### src/rtl/core/lrt_pkg.sv
// Shared types and constants for the LRU replacement tracker.
// No dependencies; used by lrt_cell and lru_replacement_tracker.
package lrt_pkg;

   // Default configuration
   localparam int CAPACITY_DEFAULT = 16;
   localparam int KEY_BITS_DEFAULT = 31;

   // Fixed port widths
   localparam int PORT_KEY_W   = 31;
   localparam int PORT_COUNT_W = 5;

   // Request type codes
   localparam logic REQ_ACCESS = 1'b0;
   localparam logic REQ_REMOVE = 1'b1;

   // Per-item command broadcast to every cell
   typedef enum logic [1:0] {
      CMD_NONE,
      CMD_TOUCH,
      CMD_INSERT,
      CMD_REMOVE
   } cmd_type;

   // Top-level sequencer
   typedef enum logic [1:0] {
      ST_IDLE,
      ST_LOOKUP,
      ST_UPDATE,
      ST_REPORT
   } state_type;

   // Broadcast control into the cell row
   typedef struct packed {
      cmd_type cmd;
      logic    capture;
   } cell_ctl_type;

   // Flags handed from one cell to the next
   typedef struct packed {
      logic free_seen;
      logic vic_found;
   } chain_type;

endpackage

### src/rtl/core/lrt_cell.sv
// One slot of the LRU tracker: key, valid bit and recency rank.
// Depends on lrt_pkg; instantiated in a row by lru_replacement_tracker.
module lrt_cell #(
   parameter int KEY_BITS = lrt_pkg::KEY_BITS_DEFAULT,
   parameter int RANK_W   = 4
) (
   input  logic                  clock,
   input  logic                  reset,
   input  lrt_pkg::cell_ctl_type ctl,
   input  logic [KEY_BITS-1:0]   req_key,
   input  logic [RANK_W-1:0]     ref_rank,
   input  logic [RANK_W-1:0]     vic_rank,
   input  lrt_pkg::chain_type    chain_in,
   input  logic [KEY_BITS-1:0]   vic_key_in,
   output lrt_pkg::chain_type    chain_out,
   output logic [KEY_BITS-1:0]   vic_key_out,
   output logic                  match,
   output logic [RANK_W-1:0]     rank
);

   logic [KEY_BITS-1:0] key_ff, key_in;
   logic                valid_ff, valid_in;
   logic [RANK_W-1:0]   rank_ff, rank_in;
   logic                match_ff, match_in;
   logic                first_free_ff, first_free_in;
   logic                first_free;
   logic                is_vic;

   assign match      = valid_ff && (key_ff == req_key);
   assign rank       = rank_ff;
   assign first_free = !valid_ff && !chain_in.free_seen;
   assign is_vic     = valid_ff && (rank_ff == vic_rank) && !chain_in.vic_found;

   assign chain_out.free_seen = chain_in.free_seen | ~valid_ff;
   assign chain_out.vic_found = chain_in.vic_found | is_vic;
   assign vic_key_out         = is_vic ? key_ff : vic_key_in;

   always_comb begin
      key_in        = key_ff;
      valid_in      = valid_ff;
      rank_in       = rank_ff;
      match_in      = match_ff;
      first_free_in = first_free_ff;
      if (ctl.capture) begin
         match_in      = match;
         first_free_in = first_free;
      end
      case (ctl.cmd)
         lrt_pkg::CMD_TOUCH: begin
            if (match_ff) begin
               rank_in = '0;
            end else if (valid_ff && (rank_ff < ref_rank)) begin
               rank_in = rank_ff + RANK_W'(1);
            end
         end
         lrt_pkg::CMD_INSERT: begin
            if (first_free_ff) begin
               key_in   = req_key;
               valid_in = 1'b1;
               rank_in  = '0;
            end else if (valid_ff) begin
               rank_in = rank_ff + RANK_W'(1);
            end
         end
         lrt_pkg::CMD_REMOVE: begin
            if (match_ff) begin
               valid_in = 1'b0;
               rank_in  = '0;
            end else if (valid_ff && (rank_ff > ref_rank)) begin
               rank_in = rank_ff - RANK_W'(1);
            end
         end
         default: begin
         end
      endcase
   end

   always_ff @(posedge clock) begin
      key_ff <= key_in;
      if (reset) begin
         valid_ff      <= 1'b0;
         rank_ff       <= '0;
         match_ff      <= 1'b0;
         first_free_ff <= 1'b0;
      end else begin
         valid_ff      <= valid_in;
         rank_ff       <= rank_in;
         match_ff      <= match_in;
         first_free_ff <= first_free_in;
      end
   end

endmodule

### src/rtl/core/lru_replacement_tracker.sv
// LRU replacement tracker: a row of CAPACITY cells plus a small sequencer.
// A request beat passes through lookup, update and victim report into the output
// register; a new beat is taken only once the response is loaded, which waits
// while a response is held off. The sequencer owns the cell row for the whole item.
// Reset (synchronous, active high) empties all slots and clears the count.
// Depends on lrt_pkg and lrt_cell.
module lru_replacement_tracker #(
   parameter int CAPACITY = lrt_pkg::CAPACITY_DEFAULT,
   parameter int KEY_BITS = lrt_pkg::KEY_BITS_DEFAULT
) (
   input  logic                              clock,
   input  logic                              reset,
   // request channel
   input  logic                              req_valid,
   output logic                              req_ready,
   input  logic                              req_type,
   input  logic [lrt_pkg::PORT_KEY_W-1:0]    req_page_key,
   // response channel
   output logic                              rsp_valid,
   input  logic                              rsp_ready,
   output logic                              rsp_hit,
   output logic                              rsp_rejected,
   output logic                              rsp_victim_valid,
   output logic [lrt_pkg::PORT_KEY_W-1:0]    rsp_victim_key,
   output logic [lrt_pkg::PORT_COUNT_W-1:0]  rsp_entry_count
);

   localparam int RANK_W = (CAPACITY > 1) ? $clog2(CAPACITY) : 1;
   localparam int CNT_W  = $clog2(CAPACITY + 1);
   // wide enough for both the count and the response field
   localparam int CNT_WIDE_W = (CNT_W > lrt_pkg::PORT_COUNT_W) ? CNT_W
                                                               : lrt_pkg::PORT_COUNT_W;

   // sequencer state and captured request
   lrt_pkg::state_type  state_ff, state_in;
   logic                req_type_ff, req_type_in;
   logic [KEY_BITS-1:0] req_key_ff, req_key_in;
   logic                hit_ff, hit_in;
   logic                rejected_ff, rejected_in;
   logic [RANK_W-1:0]   hit_rank_ff, hit_rank_in;
   lrt_pkg::cmd_type    cmd_ff, cmd_in;
   logic [CNT_W-1:0]    count_ff, count_in;

   // response register
   logic                           rsp_valid_ff, rsp_valid_in;
   logic                           rsp_hit_ff, rsp_hit_in;
   logic                           rsp_rejected_ff, rsp_rejected_in;
   logic                           rsp_vvalid_ff, rsp_vvalid_in;
   logic [lrt_pkg::PORT_KEY_W-1:0] rsp_vkey_ff, rsp_vkey_in;
   logic [lrt_pkg::PORT_COUNT_W-1:0] rsp_count_ff, rsp_count_in;

   // cell row wiring
   lrt_pkg::cell_ctl_type ctl;
   lrt_pkg::chain_type    chain [CAPACITY+1];
   logic [KEY_BITS-1:0]   vic_key [CAPACITY+1];
   logic [CAPACITY-1:0]   match_vec;
   logic [RANK_W-1:0]     rank_vec [CAPACITY];
   logic                  any_match;
   logic [RANK_W-1:0]     match_rank;
   logic [RANK_W-1:0]     vic_rank;
   logic [CNT_WIDE_W-1:0] count_wide;

   assign chain[0]   = '{free_seen: 1'b0, vic_found: 1'b0};
   assign vic_key[0] = '0;

   // the oldest slot carries rank count-1
   assign vic_rank = RANK_W'(count_ff - CNT_W'(1));

   genvar gi;
   generate
      for (gi = 0; gi < CAPACITY; gi++) begin : g_cell
         lrt_cell #(
            .KEY_BITS (KEY_BITS),
            .RANK_W   (RANK_W)
         ) u_cell (
            .clock       (clock),
            .reset       (reset),
            .ctl         (ctl),
            .req_key     (req_key_ff),
            .ref_rank    (hit_rank_ff),
            .vic_rank    (vic_rank),
            .chain_in    (chain[gi]),
            .vic_key_in  (vic_key[gi]),
            .chain_out   (chain[gi+1]),
            .vic_key_out (vic_key[gi+1]),
            .match       (match_vec[gi]),
            .rank        (rank_vec[gi])
         );
      end
   endgenerate

   // at most one slot matches, so OR-ing the masked ranks gives its rank
   always_comb begin
      match_rank = '0;
      for (int i = 0; i < CAPACITY; i++) begin
         match_rank = match_rank | (rank_vec[i] & {RANK_W{match_vec[i]}});
      end
   end
   assign any_match = |match_vec;

   assign count_wide = CNT_WIDE_W'(count_ff);

   // sequencer: next state, cell control, response load
   always_comb begin
      state_in        = state_ff;
      req_type_in     = req_type_ff;
      req_key_in      = req_key_ff;
      hit_in          = hit_ff;
      rejected_in     = rejected_ff;
      hit_rank_in     = hit_rank_ff;
      cmd_in          = cmd_ff;
      count_in        = count_ff;
      rsp_valid_in    = rsp_valid_ff & ~rsp_ready;
      rsp_hit_in      = rsp_hit_ff;
      rsp_rejected_in = rsp_rejected_ff;
      rsp_vvalid_in   = rsp_vvalid_ff;
      rsp_vkey_in     = rsp_vkey_ff;
      rsp_count_in    = rsp_count_ff;
      req_ready       = 1'b0;
      ctl.cmd         = lrt_pkg::CMD_NONE;
      ctl.capture     = 1'b0;

      case (state_ff)
         lrt_pkg::ST_IDLE: begin
            req_ready = 1'b1;
            if (req_valid) begin
               req_type_in = req_type;
               req_key_in  = req_page_key[KEY_BITS-1:0];
               state_in    = lrt_pkg::ST_LOOKUP;
            end
         end
         lrt_pkg::ST_LOOKUP: begin
            // cells latch their match and first-free flags this cycle
            ctl.capture = 1'b1;
            hit_in      = any_match;
            hit_rank_in = match_rank;
            rejected_in = 1'b0;
            if (req_type_ff == lrt_pkg::REQ_REMOVE) begin
               cmd_in = any_match ? lrt_pkg::CMD_REMOVE : lrt_pkg::CMD_NONE;
            end else if (any_match) begin
               cmd_in = lrt_pkg::CMD_TOUCH;
            end else if (chain[CAPACITY].free_seen) begin
               cmd_in = lrt_pkg::CMD_INSERT;
            end else begin
               cmd_in      = lrt_pkg::CMD_NONE;
               rejected_in = 1'b1;
            end
            state_in = lrt_pkg::ST_UPDATE;
         end
         lrt_pkg::ST_UPDATE: begin
            ctl.cmd = cmd_ff;
            case (cmd_ff)
               lrt_pkg::CMD_INSERT: count_in = count_ff + CNT_W'(1);
               lrt_pkg::CMD_REMOVE: count_in = count_ff - CNT_W'(1);
               default:             count_in = count_ff;
            endcase
            state_in = lrt_pkg::ST_REPORT;
         end
         lrt_pkg::ST_REPORT: begin
            // victim chain settles on the updated row; load when the slot is free
            if (!rsp_valid_ff || rsp_ready) begin
               rsp_valid_in    = 1'b1;
               rsp_hit_in      = hit_ff;
               rsp_rejected_in = rejected_ff;
               rsp_vvalid_in   = chain[CAPACITY].vic_found;
               rsp_vkey_in     = chain[CAPACITY].vic_found ?
                                 lrt_pkg::PORT_KEY_W'(vic_key[CAPACITY]) : '0;
               rsp_count_in    = count_wide[lrt_pkg::PORT_COUNT_W-1:0];
               state_in        = lrt_pkg::ST_IDLE;
            end
         end
         default: begin
            state_in = lrt_pkg::ST_IDLE;
         end
      endcase
   end

   always_ff @(posedge clock) begin
      req_type_ff     <= req_type_in;
      req_key_ff      <= req_key_in;
      hit_rank_ff     <= hit_rank_in;
      rsp_hit_ff      <= rsp_hit_in;
      rsp_rejected_ff <= rsp_rejected_in;
      rsp_vvalid_ff   <= rsp_vvalid_in;
      rsp_vkey_ff     <= rsp_vkey_in;
      rsp_count_ff    <= rsp_count_in;
      if (reset) begin
         state_ff     <= lrt_pkg::ST_IDLE;
         hit_ff       <= 1'b0;
         rejected_ff  <= 1'b0;
         cmd_ff       <= lrt_pkg::CMD_NONE;
         count_ff     <= '0;
         rsp_valid_ff <= 1'b0;
      end else begin
         state_ff     <= state_in;
         hit_ff       <= hit_in;
         rejected_ff  <= rejected_in;
         cmd_ff       <= cmd_in;
         count_ff     <= count_in;
         rsp_valid_ff <= rsp_valid_in;
      end
   end

   assign rsp_valid        = rsp_valid_ff;
   assign rsp_hit          = rsp_hit_ff;
   assign rsp_rejected     = rsp_rejected_ff;
   assign rsp_victim_valid = rsp_vvalid_ff;
   assign rsp_victim_key   = rsp_vkey_ff;
   assign rsp_entry_count  = rsp_count_ff;

endmodule
### config.mk
export PLATFORM = sky130hd
export DESIGN_NAME = lru_replacement_tracker
export DESIGN_NICKNAME = d
export VERILOG_FILES = /design/src/rtl/core/lrt_pkg.sv /design/src/rtl/core/lrt_cell.sv /design/src/rtl/core/lru_replacement_tracker.sv
export SDC_FILE = /design/constraint.sdc
export NUM_CORES = 2
export LEC_CHECK = 0
export ABC_CLOCK_PERIOD_IN_PS = 3400
export BUFFER_PORTS_ARGS = -buffer_cell sky130_fd_sc_hd__buf_4
export CAP_MARGIN = 25
export CORE_MARGIN = 2
export CORE_UTILIZATION = 50
export DETAILED_ROUTE_END_ITERATION = 10
export PLACE_DENSITY = 0.69
export SYNTH_ARGS = -nofsm -noshare
export SYNTH_HDL_FRONTEND = slang
export SYNTH_SLANG_ARGS = --single-unit
export TNS_END_PERCENT = 5
### constraint.sdc
create_clock -name clock -period 3.4 [get_ports clock]
set_input_delay 0.68 -clock clock [delete_from_list [all_inputs] [get_ports clock]]
set_output_delay 0.68 -clock clock [all_outputs]
set_load 0.01 [all_outputs]
==> results.json <==
{
  "syn_nets": 3562,
  "cts_root_buffer": "clkbuf_16",
  "num_io_pins": 77,
  "synthCells": 3424,
  "place.detailed.hpwl_um": 99200,
  "cts_buffer_depth": 3,
  "worst_slack_ps": -71.2,
  "ys_async_sr_fraction": 0,
  "p_leak_nw": 16.7,
  "maxCapViolCount": 0,
  "post-synth-top-area-cell": "edfxtp_1",
  "yosys-top-cells-count": "edfxtp_1, xor2_1, nor2_1",
  "start_util": 0.503,
  "syn_area_per_cell_sq_um": 11.1,
  "ff2ff_setup_slack_ps": -70,
  "num_rows": 101,
  "ys_seq_area_frac": 0.515,
  "gr-total-overflow": 0,
  "hold_class": "input port to flop",
  "grt_pass1_vias": 28881,
  "dieArea_sq_um": 78400,
  "slew_headroom": 0.329,
  "die_w_um": 280,
  "grt_usage": 0.346,
  "fillCellCount": 6149,
  "die_h_um": 280,
  "synthMostInstantiatedCell": "edfxtp_1",
  "cts.sinks": 694,
  "critPathCapture": "cmd_ff[1]",
  "cts_htree_levels": 3,
  "routabilityCongestion": 1.02,
  "insertion_delay_ps": 660,
  "rsz0062_at_grt": "true",
  "fmax_mhz": 288,
  "vias_per_cell": 6.46,
  "fin_crit_ps": 3470,
  "clk_pin_slew_ps": 60,
  "grt_pass1_wl_um": 198000,
  "drt-initial-drc-count": 4944,
  "synth_area_leaders": "edfxtp_1, xor2_1, dfxtp_1, ha_1, xnor2_1",
  "final_antenna_net_count": 0,
  "worstMarginPinSlew_ps": 1010,
  "power_density_nw_per_um2": 526,
  "yosysUniqueCellTypes": 83,
  "antenna_found_initial": 0,
  "endpoint_kind": "flop",
  "power.total_mw": 23.9,
  "wl_per_cell_um": 28.8,
  "tns_ps": -109,
  "synth_area_sq_um": 38100,
  "finalNetCount": 3883,
  "clock_skew_ps": 36.9,
  "rr_worst_depth": 9,
  "synth_seq_cells": 694,
  "failed_checks": "negative setup slack",
  "hold_violations": 0,
  "ir_worst_vdd_mv": 0.486,
  "cp.required_ps": 3950,
  "synth_top_area_frac": 0.450,
  "area.growth.synth_to_final_pct": 19.1,
  "port_buffers": 76,
  "core_sq_um": 75700,
  "rr_startpoint": "req_key_ff[18]",
  "synth-edff-count": 571,
  "worstReg2RegEnd": "cmd_ff[1]",
  "drc": 0,
  "cp_max_fo": 9,
  "yosysWarnings": 0,
  "numCtsBuffers": 79,
  "cts_hold_buf": 0,
  "cts_tree": "built",
  "status": "complete, but fails checks",
  "synth-main-ff-cell": "edfxtp_1",
  "setup_violations": 4,
  "holdWs_ps": 199,
  "crit_arrival_ps": 4020,
  "vias": 30930,
  "fin_crit_sh": 1.02,
  "firstDrtPassIters": 9,
  "drive_above_1_share": 0.186,
  "slew_viol_final": 0,
  "worst-setup-path-type": "flop to flop",
  "crit_start": "req_key_ff[18]",
  "grt_max_degree": 84,
  "start_kind": "flop",
  "drt-total-wl_um": 138000
}
-- logic make-up (layout without fill, tap and decap cells) --
kind of cell               count (synthesis)  after routing  synth area share
and+or+nand+nor                          935            935             0.125
buffers and inverters                    316            702            0.0340
DFF                                      694            694             0.515
xor gates and xnor gates                 600            600             0.150
adders and majority gates                102            102            0.0335
muxes                                     49             49            0.0134
other                                      0              1                 0
AOI/OAI and AO/OA                        728            728             0.129
-- cell usage in the layout (no fill, tap or decap), types with 15 or more instances in the layout --
master	synthesis	layout
edfxtp_1	571	571
buf_4	4	453
xor2_1	435	434
nor2_1	234	230
a21oi_1	213	212
nand2_1	202	200
xnor2_1	132	132
nor4_1	133	125
dfxtp_1	123	120
o21ai_0	113	112
ha_1	102	101
nand4_1	87	87
nand3_1	85	84
clkbuf_16	0	81
a221oi_1	65	62
inv_1	59	59
a22oi_1	43	42
buf_12	0	39
nor3_1	38	37
nor2b_1	36	35
mux2i_1	34	34
o31ai_1	33	32
a22o_1	31	31
xnor3_1	31	28
a211oi_1	28	26
a31oi_1	27	25
and3_1	24	23
clkbuf_1	168	22
nand2b_1	20	20
o211ai_1	20	20
o22ai_1	22	19
a211o_1	19	19
o21a_1	19	19
nor3b_1	18	18
or2_2	16	16
mux2_2	15	15
-- registers in the layout, summed over array words and instances, names as in the netlist, 4 cells and up --
register and count:
g_cell.u_cell.first_free_ff 16, rsp_entry_count 5, count_ff 5, hit_rank_ff 4, g_cell.u_cell.key_ff 496, rsp_victim_key 31, g_cell.u_cell.rank 64, g_cell.u_cell.match_ff 16
req_key_ff 31, g_cell.u_cell.valid_ff 16
-- through the flow --
stage | setup WS [ps] | cell area, sq um | cells | util
CTS | -14.0 | 45100 | 4781 | 0.596
global route | -155 | 45300 | 4788 | 0.599
global placement | -267 | 42400 | 4624 | 0.560
finish | -71.2 | 45300 | 4789 | 0.599
detailed placement | -251 | 42400 | 4624 | 0.560
floorplan | 5.25 | 38100 | 3424 | -
-- routing by layer --
metal | global-route usage | vias to the layer above | share of wire
li1 | - | 13415 | -
met3 | 0.0900 | 439 | 0.13
met4 | 0.166 | 0 | 0.062
met1 | 0.469 | 14808 | 0.38
met5 | 0 | - | 0
met2 | 0.516 | 2268 | 0.43
-- worst min path at each step --
stage	start	to	slack, ps	depth (start not counted)
final	req_page_key[23]	req_key_ff[23]	200	1
after detailed placement	rejected_ff	rsp_rejected	440	0
after CTS	req_page_key[23]	req_key_ff[23]	180	1
after global routing	req_page_key[22]	req_key_ff[22]	180	1
after floorplan	count_ff[3]	rsp_entry_count[3]	410	0
after global placement	rejected_ff	rsp_rejected	440	0
-- critical path, stage by stage, from the launching register on --
cell and delay, ps:
edfxtp_1 810, xor2_1 220, nor4_1 820, nand2_1 140
nor4_1 370, buf_4 240, nor4_1 70, and4_1 290
mux2i_1 150, a211oi_1 240
-- power breakdown --
part / switching (mW) / internal [mW]
Combinational: 3.31 / 1.75
Sequential: 0.267 / 9.75
Clock: 3.75 / 5.03
-- timing repair --
action | 4_1_cts | 5_1_grt
setup endpoints to repair | 24 | 24
resized for setup | 14 | 30
pin swaps | 2 | 10
buffers inserted | 11 | 6
gates cloned | 0 | 0
endpoints found under the hold margin | 0 | 0
-- final cells by class --
| cell class | instances | area [sq um] | share of cell area |
|---|---|---|---|
| Tap cell | 978 | 1220 | 0.0270 |
| Timing Repair Buffer | 494 | 4210 | 0.0928 |
| Sequential cell | 694 | 19600 | 0.433 |
| Clock inverter | 40 | 477 | 0.0105 |
| Multi-Input combinational cell | 2414 | 17400 | 0.385 |
| Antenna cell | 1 | 2.50 | 0.0000552 |
| Clock buffer | 106 | 2150 | 0.0474 |
| Inverter | 62 | 233 | 0.00513 |
(Power assumes the default switching activity.)
